### src/cprc_pkg.sv
// cprc_pkg: shared constants and types for the color patch range calibrator.
// No dependencies; used by the interfaces, the channel lane and the top level.
package cprc_pkg;

   localparam int HIST_BINS = 256;
   localparam int BIN_W     = $clog2(HIST_BINS);
   localparam int LEN_W     = $clog2(HIST_BINS + 1);
   localparam int PIX_W     = 8;
   localparam int HIGH_W    = 9;

   // sequencer to lane controls
   typedef struct packed {
      logic             set_en;    // pixel transaction accepted, mark its bin
      logic             clr_en;    // write zero at clr_addr
      logic [BIN_W-1:0] clr_addr;
      logic [BIN_W-1:0] rd_addr;
      logic             start;     // reset run trackers
      logic             step;      // read data valid, advance the run tracker
      logic [BIN_W-1:0] step_bin;  // bin index of the read data
   } lane_ctl_type;

endpackage

### src/cprc_if.sv
// cprc_req_if / cprc_rsp_if: valid/ready channels of the range calibrator.
// Depends on cprc_pkg for field widths.
interface cprc_req_if;
   logic                      valid;
   logic                      ready;
   logic [cprc_pkg::PIX_W-1:0] first_channel;
   logic [cprc_pkg::PIX_W-1:0] second_channel;
   logic [cprc_pkg::PIX_W-1:0] third_channel;
   logic                      last_pixel;

   modport source (output valid, first_channel, second_channel, third_channel, last_pixel,
                   input ready);
   modport sink (input valid, first_channel, second_channel, third_channel, last_pixel,
                 output ready);
endinterface

interface cprc_rsp_if;
   logic                        valid;
   logic                        ready;
   logic [cprc_pkg::PIX_W-1:0]  first_low;
   logic [cprc_pkg::HIGH_W-1:0] first_high;
   logic [cprc_pkg::PIX_W-1:0]  second_low;
   logic [cprc_pkg::PIX_W-1:0]  third_low;

   modport source (output valid, first_low, first_high, second_low, third_low,
                   input ready);
   modport sink (input valid, first_low, first_high, second_low, third_low,
                 output ready);
endinterface

### src/cprc_lane.sv
// cprc_lane: one channel's occupancy map (HIST_BINS x 1 memory) and run tracker.
// Depends on cprc_pkg; driven by the sequencer in the top level.
module cprc_lane (
   input  logic                          clock,
   input  logic                          reset,
   input  cprc_pkg::lane_ctl_type        ctl,
   input  logic [cprc_pkg::PIX_W-1:0]    pix,
   output logic [cprc_pkg::BIN_W-1:0]    best_start,
   output logic [cprc_pkg::LEN_W-1:0]    best_len
);

   logic                       map_mem [cprc_pkg::HIST_BINS];
   logic                       rd_data_ff;
   logic                       in_range;
   logic                       wr_en;
   logic [cprc_pkg::BIN_W-1:0] wr_addr;

   logic [cprc_pkg::LEN_W-1:0] cur_len_ff, cur_len_in;
   logic [cprc_pkg::BIN_W-1:0] cur_start_ff, cur_start_in;
   logic [cprc_pkg::LEN_W-1:0] best_len_ff, best_len_in;
   logic [cprc_pkg::BIN_W-1:0] best_start_ff, best_start_in;
   logic                       gap_ff, gap_in;
   logic                       longer;

   // values beyond the map are dropped
   assign in_range = ({1'b0, pix} < (cprc_pkg::PIX_W + 1)'(cprc_pkg::HIST_BINS));
   assign wr_en    = ctl.clr_en | (ctl.set_en & in_range);
   assign wr_addr  = ctl.clr_en ? ctl.clr_addr : pix[cprc_pkg::BIN_W-1:0];

   // read returns the old contents when the same bin is cleared in that cycle
   always_ff @(posedge clock) begin
      if (wr_en) begin
         map_mem[wr_addr] <= ~ctl.clr_en;
      end
      rd_data_ff <= map_mem[ctl.rd_addr];
   end

   assign longer = (cur_len_ff > best_len_ff);

   always_comb begin
      cur_len_in    = cur_len_ff;
      cur_start_in  = cur_start_ff;
      best_len_in   = best_len_ff;
      best_start_in = best_start_ff;
      gap_in        = gap_ff;
      if (ctl.start) begin
         cur_len_in    = '0;
         cur_start_in  = '0;
         best_len_in   = '0;
         best_start_in = '0;
         gap_in        = 1'b0;
      end else if (ctl.step) begin
         if (!rd_data_ff) begin
            if (!gap_ff) begin
               gap_in = 1'b1;
            end else begin
               // second empty bin in a row closes the run
               if (longer) begin
                  best_len_in   = cur_len_ff;
                  best_start_in = cur_start_ff;
               end
               cur_len_in = '0;
            end
         end else begin
            if (cur_len_ff == '0) begin
               cur_start_in = ctl.step_bin;
            end
            gap_in     = 1'b0;
            cur_len_in = cur_len_ff + 1'b1;
         end
      end
   end

   always_ff @(posedge clock) begin
      if (reset) begin
         cur_len_ff    <= '0;
         cur_start_ff  <= '0;
         best_len_ff   <= '0;
         best_start_ff <= '0;
         gap_ff        <= 1'b0;
      end else begin
         cur_len_ff    <= cur_len_in;
         cur_start_ff  <= cur_start_in;
         best_len_ff   <= best_len_in;
         best_start_ff <= best_start_in;
         gap_ff        <= gap_in;
      end
   end

   // the run still open at the top of the map competes too
   assign best_start = longer ? cur_start_ff : best_start_ff;
   assign best_len   = longer ? cur_len_ff : best_len_ff;

endmodule

### src/color_patch_range_calibrator_top.sv
// color_patch_range_calibrator_top: pixel intake, end-of-patch scan sequencer,
// result register. Depends on cprc_pkg, cprc_if and cprc_lane.
// Throughput: one pixel per cycle while loading; a pixel marked last starts a scan
// of all HIST_BINS bins, one bin of all three maps per cycle (one memory read port
// per map), and the result shows once the scan, tail and output states have passed.
// Reset: a clearing pass over all HIST_BINS bins zeroes the maps; no pixel is taken then.
module color_patch_range_calibrator_top (
   input logic       clock,
   input logic       reset,
   cprc_req_if.sink  req_chan,
   cprc_rsp_if.source rsp_chan
);

   localparam logic [2:0] ST_CLEAR = 3'd0;
   localparam logic [2:0] ST_IDLE  = 3'd1;
   localparam logic [2:0] ST_SCAN  = 3'd2;
   localparam logic [2:0] ST_TAIL  = 3'd3;
   localparam logic [2:0] ST_OUT   = 3'd4;

   localparam logic [cprc_pkg::BIN_W-1:0] LAST_BIN = cprc_pkg::BIN_W'(cprc_pkg::HIST_BINS - 1);

   logic [2:0]                 state_ff, state_in;
   logic [cprc_pkg::BIN_W-1:0] cnt_ff, cnt_in;
   logic                       rd_valid_ff;
   logic [cprc_pkg::BIN_W-1:0] rd_bin_ff;
   logic                       accept;
   logic                       out_free;
   cprc_pkg::lane_ctl_type     ctl;

   logic [cprc_pkg::BIN_W-1:0] start0, start1, start2;
   logic [cprc_pkg::LEN_W-1:0] len0, len1, len2;

   logic                        rsp_valid_ff, rsp_valid_in;
   logic [cprc_pkg::PIX_W-1:0]  first_low_ff, second_low_ff, third_low_ff;
   logic [cprc_pkg::HIGH_W-1:0] first_high_ff;

   assign req_chan.ready = (state_ff == ST_IDLE);
   assign accept         = req_chan.valid & req_chan.ready;
   assign out_free       = ~rsp_valid_ff | rsp_chan.ready;

   always_comb begin
      state_in = state_ff;
      cnt_in   = cnt_ff;
      unique case (state_ff)
         ST_CLEAR: begin
            cnt_in = cnt_ff + 1'b1;
            if (cnt_ff == LAST_BIN) begin
               state_in = ST_IDLE;
            end
         end
         ST_IDLE: begin
            cnt_in = '0;
            if (accept && req_chan.last_pixel) begin
               state_in = ST_SCAN;
            end
         end
         ST_SCAN: begin
            cnt_in = cnt_ff + 1'b1;
            if (cnt_ff == LAST_BIN) begin
               state_in = ST_TAIL;
            end
         end
         ST_TAIL: begin
            state_in = ST_OUT;
         end
         ST_OUT: begin
            if (out_free) begin
               state_in = ST_IDLE;
            end
         end
         default: begin
            state_in = ST_CLEAR;
            cnt_in   = '0;
         end
      endcase
   end

   always_comb begin
      ctl.set_en   = accept;
      ctl.clr_en   = (state_ff == ST_CLEAR) | (state_ff == ST_SCAN);
      ctl.clr_addr = cnt_ff;
      ctl.rd_addr  = cnt_ff;
      ctl.start    = accept & req_chan.last_pixel;
      ctl.step     = rd_valid_ff;
      ctl.step_bin = rd_bin_ff;
   end

   always_ff @(posedge clock) begin
      if (reset) begin
         state_ff    <= ST_CLEAR;
         cnt_ff      <= '0;
         rd_valid_ff <= 1'b0;
      end else begin
         state_ff    <= state_in;
         cnt_ff      <= cnt_in;
         rd_valid_ff <= (state_ff == ST_SCAN);
      end
   end

   always_ff @(posedge clock) begin
      rd_bin_ff <= cnt_ff;
   end

   cprc_lane u_lane0 (
      .clock      (clock),
      .reset      (reset),
      .ctl        (ctl),
      .pix        (req_chan.first_channel),
      .best_start (start0),
      .best_len   (len0)
   );

   cprc_lane u_lane1 (
      .clock      (clock),
      .reset      (reset),
      .ctl        (ctl),
      .pix        (req_chan.second_channel),
      .best_start (start1),
      .best_len   (len1)
   );

   cprc_lane u_lane2 (
      .clock      (clock),
      .reset      (reset),
      .ctl        (ctl),
      .pix        (req_chan.third_channel),
      .best_start (start2),
      .best_len   (len2)
   );

   always_comb begin
      rsp_valid_in = rsp_valid_ff;
      if (rsp_valid_ff && rsp_chan.ready) begin
         rsp_valid_in = 1'b0;
      end
      if ((state_ff == ST_OUT) && out_free) begin
         rsp_valid_in = 1'b1;
      end
   end

   always_ff @(posedge clock) begin
      if (reset) begin
         rsp_valid_ff <= 1'b0;
      end else begin
         rsp_valid_ff <= rsp_valid_in;
      end
   end

   always_ff @(posedge clock) begin
      if ((state_ff == ST_OUT) && out_free) begin
         first_low_ff  <= cprc_pkg::PIX_W'(start0);
         first_high_ff <= cprc_pkg::HIGH_W'(cprc_pkg::HIGH_W'(start0) +
                                            cprc_pkg::HIGH_W'(len0));
         second_low_ff <= cprc_pkg::PIX_W'(start1);
         third_low_ff  <= cprc_pkg::PIX_W'(start2);
      end
   end

   // second and third lengths are not reported; no upper bound is given for them
   logic unused_len;
   assign unused_len = ^{len1, len2};

   assign rsp_chan.valid      = rsp_valid_ff;
   assign rsp_chan.first_low  = first_low_ff;
   assign rsp_chan.first_high = first_high_ff;
   assign rsp_chan.second_low = second_low_ff;
   assign rsp_chan.third_low  = third_low_ff;

endmodule
### src/flat_wrapper.sv
// flat-port wrapper written by rule: the top's interface ports become plain ports
module color_patch_range_calibrator_top_flat 
  (clock, reset, req_chan_valid, req_chan_first_channel, req_chan_second_channel, req_chan_third_channel, req_chan_last_pixel, req_chan_ready, rsp_chan_valid, rsp_chan_first_low, rsp_chan_first_high, rsp_chan_second_low, rsp_chan_third_low, rsp_chan_ready);
  cprc_req_if req_chan_i ();
  cprc_rsp_if rsp_chan_i ();
  input logic clock;
  input logic reset;
  input wire logic [$bits(req_chan_i.valid)-1:0] req_chan_valid;
  input wire logic [$bits(req_chan_i.first_channel)-1:0] req_chan_first_channel;
  input wire logic [$bits(req_chan_i.second_channel)-1:0] req_chan_second_channel;
  input wire logic [$bits(req_chan_i.third_channel)-1:0] req_chan_third_channel;
  input wire logic [$bits(req_chan_i.last_pixel)-1:0] req_chan_last_pixel;
  output wire logic [$bits(req_chan_i.ready)-1:0] req_chan_ready;
  output wire logic [$bits(rsp_chan_i.valid)-1:0] rsp_chan_valid;
  output wire logic [$bits(rsp_chan_i.first_low)-1:0] rsp_chan_first_low;
  output wire logic [$bits(rsp_chan_i.first_high)-1:0] rsp_chan_first_high;
  output wire logic [$bits(rsp_chan_i.second_low)-1:0] rsp_chan_second_low;
  output wire logic [$bits(rsp_chan_i.third_low)-1:0] rsp_chan_third_low;
  input wire logic [$bits(rsp_chan_i.ready)-1:0] rsp_chan_ready;
  assign req_chan_i.valid = req_chan_valid;
  assign req_chan_i.first_channel = req_chan_first_channel;
  assign req_chan_i.second_channel = req_chan_second_channel;
  assign req_chan_i.third_channel = req_chan_third_channel;
  assign req_chan_i.last_pixel = req_chan_last_pixel;
  assign req_chan_ready = req_chan_i.ready;
  assign rsp_chan_valid = rsp_chan_i.valid;
  assign rsp_chan_first_low = rsp_chan_i.first_low;
  assign rsp_chan_first_high = rsp_chan_i.first_high;
  assign rsp_chan_second_low = rsp_chan_i.second_low;
  assign rsp_chan_third_low = rsp_chan_i.third_low;
  assign rsp_chan_i.ready = rsp_chan_ready;
  color_patch_range_calibrator_top u_core (.clock(clock), .reset(reset), .req_chan(req_chan_i), .rsp_chan(rsp_chan_i));
endmodule
### config.mk
export PLATFORM = sky130hd
export DESIGN_NAME = color_patch_range_calibrator_top_flat
export DESIGN_NICKNAME = d
export VERILOG_FILES = /design/src/cprc_pkg.sv /design/src/cprc_if.sv /design/src/cprc_lane.sv /design/src/color_patch_range_calibrator_top.sv /design/src/flat_wrapper.sv
export SDC_FILE = /design/constraint.sdc
export NUM_CORES = 2
export LEC_CHECK = 0
export BUFFER_PORTS_ARGS = -buffer_cell sky130_fd_sc_hd__buf_2
export CORE_MARGIN = 8
export CORE_UTILIZATION = 52
export DETAILED_ROUTE_END_ITERATION = 10
export PLACE_DENSITY_LB_ADDON = 0.08
export SKIP_LAST_GASP = 1
export SLEW_MARGIN = 25
export SYNTH_ARGS = -nofsm -noshare
export SYNTH_HDL_FRONTEND = slang
export SYNTH_SLANG_ARGS = --single-unit
export TNS_END_PERCENT = 100
### constraint.sdc
create_clock -name clock -period 19.5 [get_ports clock]
set_input_delay 4.875 -clock clock [delete_from_list [all_inputs] [get_ports clock]]
set_output_delay 4.875 -clock clock [all_outputs]
set_load 0.03 [all_outputs]
# == Word-level counts from Yosys, hierarchy flattened ==
# Memory sizes are Yosys's and may differ from the RTL's. A register that Yosys moved wholly into a read port is not among the register bits.
# Index checks and enable logic that the tools add are counted.
# totals
mem_count,3
reg_bits,159
inputBits,29
out_inout_bits,35
ram_bits,768
# memory_table
memory,depth,word_bits,read_ports,rd_clocked_by_memory_dff,wr,line,source
u_core.u_lane0.map_mem,256,1,1,1,1,cprc_lane.sv:12,logic map_mem [cprc_pkg::HIST_BINS];
u_core.u_lane1.map_mem,256,1,1,1,1,cprc_lane.sv:12,
u_core.u_lane2.map_mem,256,1,1,1,1,cprc_lane.sv:12,
# classes
eq_ne,9
order_cmp,3
bitwise,10
reduce_logical,26
addsub,5
mux,26
# ops
cell,n
2-to-1 mux 9 bit,7
2-to-1 mux 8 bit,6
"adder 9 x 1 -> 9 bit, second input constant",3
> comparator 9 bit,3
logical NOT 9 bit,3
AND reduction 3 bit,6
case mux 8 bit (2 select lines),1
case mux 3 bit (5 select lines),1
2-to-1 mux 3 bit,4
AND reduction 4 bit,3
adder 8 x 9 -> 9 bit,1
"adder 8 x 1 -> 8 bit, second input constant",1
"equality test 8 bit, second input constant",1
nonzero test 2 bit,4
2-to-1 mux 1 bit,7
"equality test 3 x 2 -> 1 bit, second input constant",2
"inequality test 2 x 1 -> 1 bit, second input constant",3
AND reduction 2 bit,3
OR reduction 2 bit,3
inverter 1 bit,5
"equality test 3 x 1 -> 1 bit, second input constant",1
"equality test 3 bit, second input constant",1
logical AND 1 bit,3
logical NOT 3 bit,1
3 further kinds,6

# == Longest topological paths before layout ==
# logic_depth
ltp_word,5
depth_mapped,20

# == Hierarchy ==
# A second synthesis with hierarchy kept.
# unflattened
hier_cells,3291
hier_area_um2,41865.2
# by_module_without_submodules
module,n_inst,area_per_inst_um2,cells_each
cprc_lane,3,13225.2,1040
color_patch_range_calibrator_top,1,2189.6,171

# == Least setup slack after synthesis ==
# Ideal clock, no wire load.
# synth_path
kind,register to register
start,reg u_core.state_ff[2]
end,mem u_core.u_lane0.map_mem[0] (data pin)
n_path_buf,2
arrival_ps,12391
period_less_slack_ps,15057
required_ps,16835
setup_slack_ps,4443
setup_time_ps,2665
path_stages_with_launch,5
path_cell_list,dfxtp_1 nor2_2 inv_2 buf_2 clkbuf_1
# synth_between
elab_chain_len,3
# synth_lines
item,line,source
start: declaration,color_patch_range_calibrator_top.sv:22,"logic [2:0] state_ff, state_in;"
start signal: assignment,color_patch_range_calibrator_top.sv:94,state_ff <= state_in;
equality test 3 x 2 -> 1 bit / logical NOT 3 bit (equally long branches),color_patch_range_calibrator_top.sv:80,ctl.clr_en = (state_ff == ST_CLEAR) | (state_ff == ST_SCAN);
bitwise OR 1 bit (*),color_patch_range_calibrator_top.sv:80,
inverter 1 bit (*),cprc_lane.sv:33,map_mem[wr_addr] <= ~ctl.clr_en;
end: declaration,cprc_lane.sv:12,
# Every way passes the cells marked *; elsewhere a longest branch is shown, timed or not.

# == Final worst setup path ==
# layout_path
start,reg u_core.state_ff[0]
end,out req_chan_ready
# layout_between
elab_chain_len,1
# layout_lines
item,line,source
equality test 3 x 1 -> 1 bit,color_patch_range_calibrator_top.sv:37,assign req_chan.ready = (state_ff == ST_IDLE);
end: declaration,flat_wrapper.sv:13,output wire logic [$bits(req_chan_i.ready)-1:0] req_chan_ready;
# Every way passes these cells.

==> results.toml <==
[placement]
dpl.hpwl_mm = 63.5
pre_cts_ws_ns = 12.28
globalplace.congestion = 0.835
io_buffers = 63

[clock_tree]
clk_latency_ns = 0.64
post_cts_resized = 0
cts_max_level = 3
cts_buffer_depth = 3
root_buffer = "clkbuf_16"
post-cts-setup-buffers = 0
cts_tree = "yes"
clk_pin_slew_worst_paths_ns = 0.06
cts_sinks = 930
numCtsBuffers = 98
cts_hold_buffers = 0

[power]
power_leakage_nw = 15.1
peakVddDrop_uv = 73.1
switchingPower_mw = 0.887
swShare = 0.212
internal-power_mw = 3.30
power.share.sequential = 0.512
powerDensity_nw_per_um2 = 92.0
p_clk_frac = 0.438
p_comb_frac = 0.049

[logic_synthesis]
ys_async_sr_fraction = 0
yosysTopAreaCell = "edfxtp_1"
synth_nets = 3238
synth_ff_type = "edfxtp_1"
synth_edf_count = 801
netlist-cell-type-count = 75
ys_seq_area_frac = 0.645
synth_top_area_frac = 0.582
synth.ff_latch_count = 930
avgSynthCellArea_um2 = 13.0
synth_warnings = 0
syn_area_um2 = 41300
synth_cells = 3166
synth.top_cells.by_area = "edfxtp_1 (58%), nor2_1 (8.4%), mux4_2 (8.1%)"

[cells_and_area]
nFillCells = 6345
nets = 3234
drive_gt1_frac = 0.143
area_growth_pct = 10.1

[floorplan]
dieArea_um2 = 88700
start_util = 0.524
std_cell_rows = 103
die-width_um = 298
io_pins = 64
core_area_um2 = 78900
die_h_um = 298

[drt]
wirelength_mm = 106
drt_iter0_markers = 2954
antenna_left = 0
wire_per_inst_um = 24.8
route.vias.total = 26100
drc_errors = 0
firstDrtPassIters = 5
viasPerCell = 6.08

[global_route]
grt_pass1_vias = 25200
grt-ovfl-total = 0
grt_start_max_net_pins = 216
antenna_found_initial = 13
grt_pass1_wl_mm = 158
grt_usage = 0.234

[sta]
setup_violations = 0
setup_slack_ns = 12.79
rsz0062_at_grt = "no"
slew_violations = 0
fin_setup_tns_ns = 0
period_share = 0.344
fin_crit_ns = 6.71
max_freq_mhz = 149
fin_skew_ns = 0.0140
relSlewSlack = 0.241
hold_viol_final = 0
worstMarginPinSlew_ns = 1.14

[status]
status = "completed"

[setup_path]
timing.rr.end = "u_core.u_lane0.map_mem[39]$_DFFE_PP_"
path_class = "register to primary output"
cp-end-kind = "primary output"
critPathRequiredTime_ns = 14.62
reg2reg_slack_ns = 14.13
start_kind = "register"
r2r-start = "u_core.state_ff[2]$_SDFFE_PP0P_"
reg2reg_depth = 11
crit_path_max_fanout = 7
critPathArrivalTime_ns = 1.83

[job]
maxCapViolCount = 0

[worst_hold_path]
hold_depth = 2
hp-class = "register to register"
min_to = "u_core.u_lane1.best_start_ff[5]$_SDFFE_PP0P_"
worstHoldStart = "u_core.u_lane1.best_start_ff[5]$_SDFFE_PP0P_"
==> synthesized netlist by cell type, types with 7 or more instances <==
master,instances
o31ai_1,12
o21a_1,13
o21ai_0,41
clkbuf_1,121
inv_1,42
a21oi_1,56
a211oi_1,12
mux2i_1,162
dfxtp_1,129
a21o_1,7
nand2_1,220
and3_1,7
a22oi_1,24
o21ai_1,9
buf_4,11
mux2_2,34
xor2_1,23
a31oi_1,14
nor3_1,11
mux4_2,149
a22o_1,7
nand4_1,24
o22ai_1,7
edfxtp_1,801
nor2b_1,18
nor2_1,922
ha_1,42
buf_6,16
a31o_2,8
buf_2,46
nand3_1,38
a221oi_1,12
==> critical path: stages (launching register included) <==
cell     delay [ns]
dfxtp_1        0.46
nor3b_2        0.45
buf_2          0.29
==> worst max path at each step <==
stage | to | start
floorplan | u_core.u_lane0.map_mem[0]$_DFFE_PP_ | u_core.state_ff[2]$_SDFFE_PP0P_
global placement | u_core.u_lane1.map_mem[191]$_DFFE_PP_ | req_chan_valid
detailed placement | u_core.u_lane1.map_mem[47]$_DFFE_PP_ | req_chan_valid
CTS | req_chan_ready | u_core.state_ff[0]$_SDFFE_PP0P_
global route | req_chan_ready | u_core.state_ff[0]$_SDFFE_PP0P_
finish | req_chan_ready | u_core.state_ff[0]$_SDFFE_PP0P_
==> flip-flops by register name (all words and copies together), names as in the netlist, 9 cells and up <==
signal,count
u_core.u_lane0.map_mem,256
u_core.u_lane1.map_mem,256
u_core.u_lane2.map_mem,256
u_core.rsp_chan.first_high,9
u_core.u_lane0.best_len_ff,9
u_core.u_lane0.cur_len_ff,9
u_core.u_lane1.best_len_ff,9
u_core.u_lane1.cur_len_ff,9
u_core.u_lane2.best_len_ff,9
u_core.u_lane2.cur_len_ff,9
==> cells in the final DEF, fill, tap and decap left out, types with 41 or more instances in the layout <==
cell / instances
edfxtp_1: 801
clkbuf_16: 102
o21ai_0: 41
ha_1: 42
inv_1: 42
a21oi_1: 55
mux4_2: 149
nor2_1: 919
nand2_1: 217
mux2i_1: 162
dfxtp_1: 125
buf_2: 63
==> power groups by stage <==
stage	Combinational (mW)	Clock (mW)	Sequential, mW
floorplan	0.151	0	2.18
global placement	0.205	0	2.19
detailed placement	0.207	0	2.19
CTS	0.207	1.86	2.14
global route	0.219	1.94	2.14
finish	0.207	1.83	2.14
==> cell families (layout without fill, tap and decap cells) <==
family,Yosys count,count (layout),share of synthesized area
AO/OA/AOI/OAI,276,276,0.0465
XOR/XNOR,28,28,0.00594
adder cells (fa/ha/maj),43,43,0.0132
buffers and inverters,254,328,0.0311
flip-flops,930,930,0.645
multiplexers,351,351,0.134
other,0,7,0
AND/OR/NAND/NOR,1284,1284,0.125
==> routing by layer <==
metal | track usage | wire length (um) | share of wire | vias up
met1 | 0.319 | 43800 | 0.41 | 13300
met3 | 0.0466 | 9360 | 0.088 | 165
li1 | - | - | - | 11600
met2 | 0.378 | 50200 | 0.47 | 1054
met4 | 0.0752 | 2910 | 0.027 | 10
met5 | 0 | 76 | 0.00071 | -
==> metrics by stage <==
step / instance area, um^2 / hold slack [ns] / std cells / power [mW] / utilization
2_1_floorplan: 41300 / 0.326 / 3166 / 2.33 / -
3_3_place_gp: 42200 / 0.468 / 4110 / 2.39 / 0.535
3_5_place_dp: 42300 / 0.479 / 4111 / 2.39 / 0.536
4_1_cts: 45400 / 0.495 / 4289 / 4.21 / 0.576
5_1_grt: 45500 / 0.514 / 4291 / 4.30 / 0.576
6_report: 45500 / 0.489 / 4297 / 4.18 / 0.576
==> cell type report <==
class                           count  area, um^2  share of cell area
Clock inverter                     56         517              0.0114
Clock buffer                      122        2640              0.0580
Tap cell                         1050        1310              0.0289
Antenna cell                        7        17.5            0.000385
Multi-Input combinational cell   1982       13400               0.296
Sequential cell                   930       26600               0.586
Inverter                           46         180             0.00396
Timing Repair Buffer              104         708              0.0156
Power figures use the tool's default switching activity.
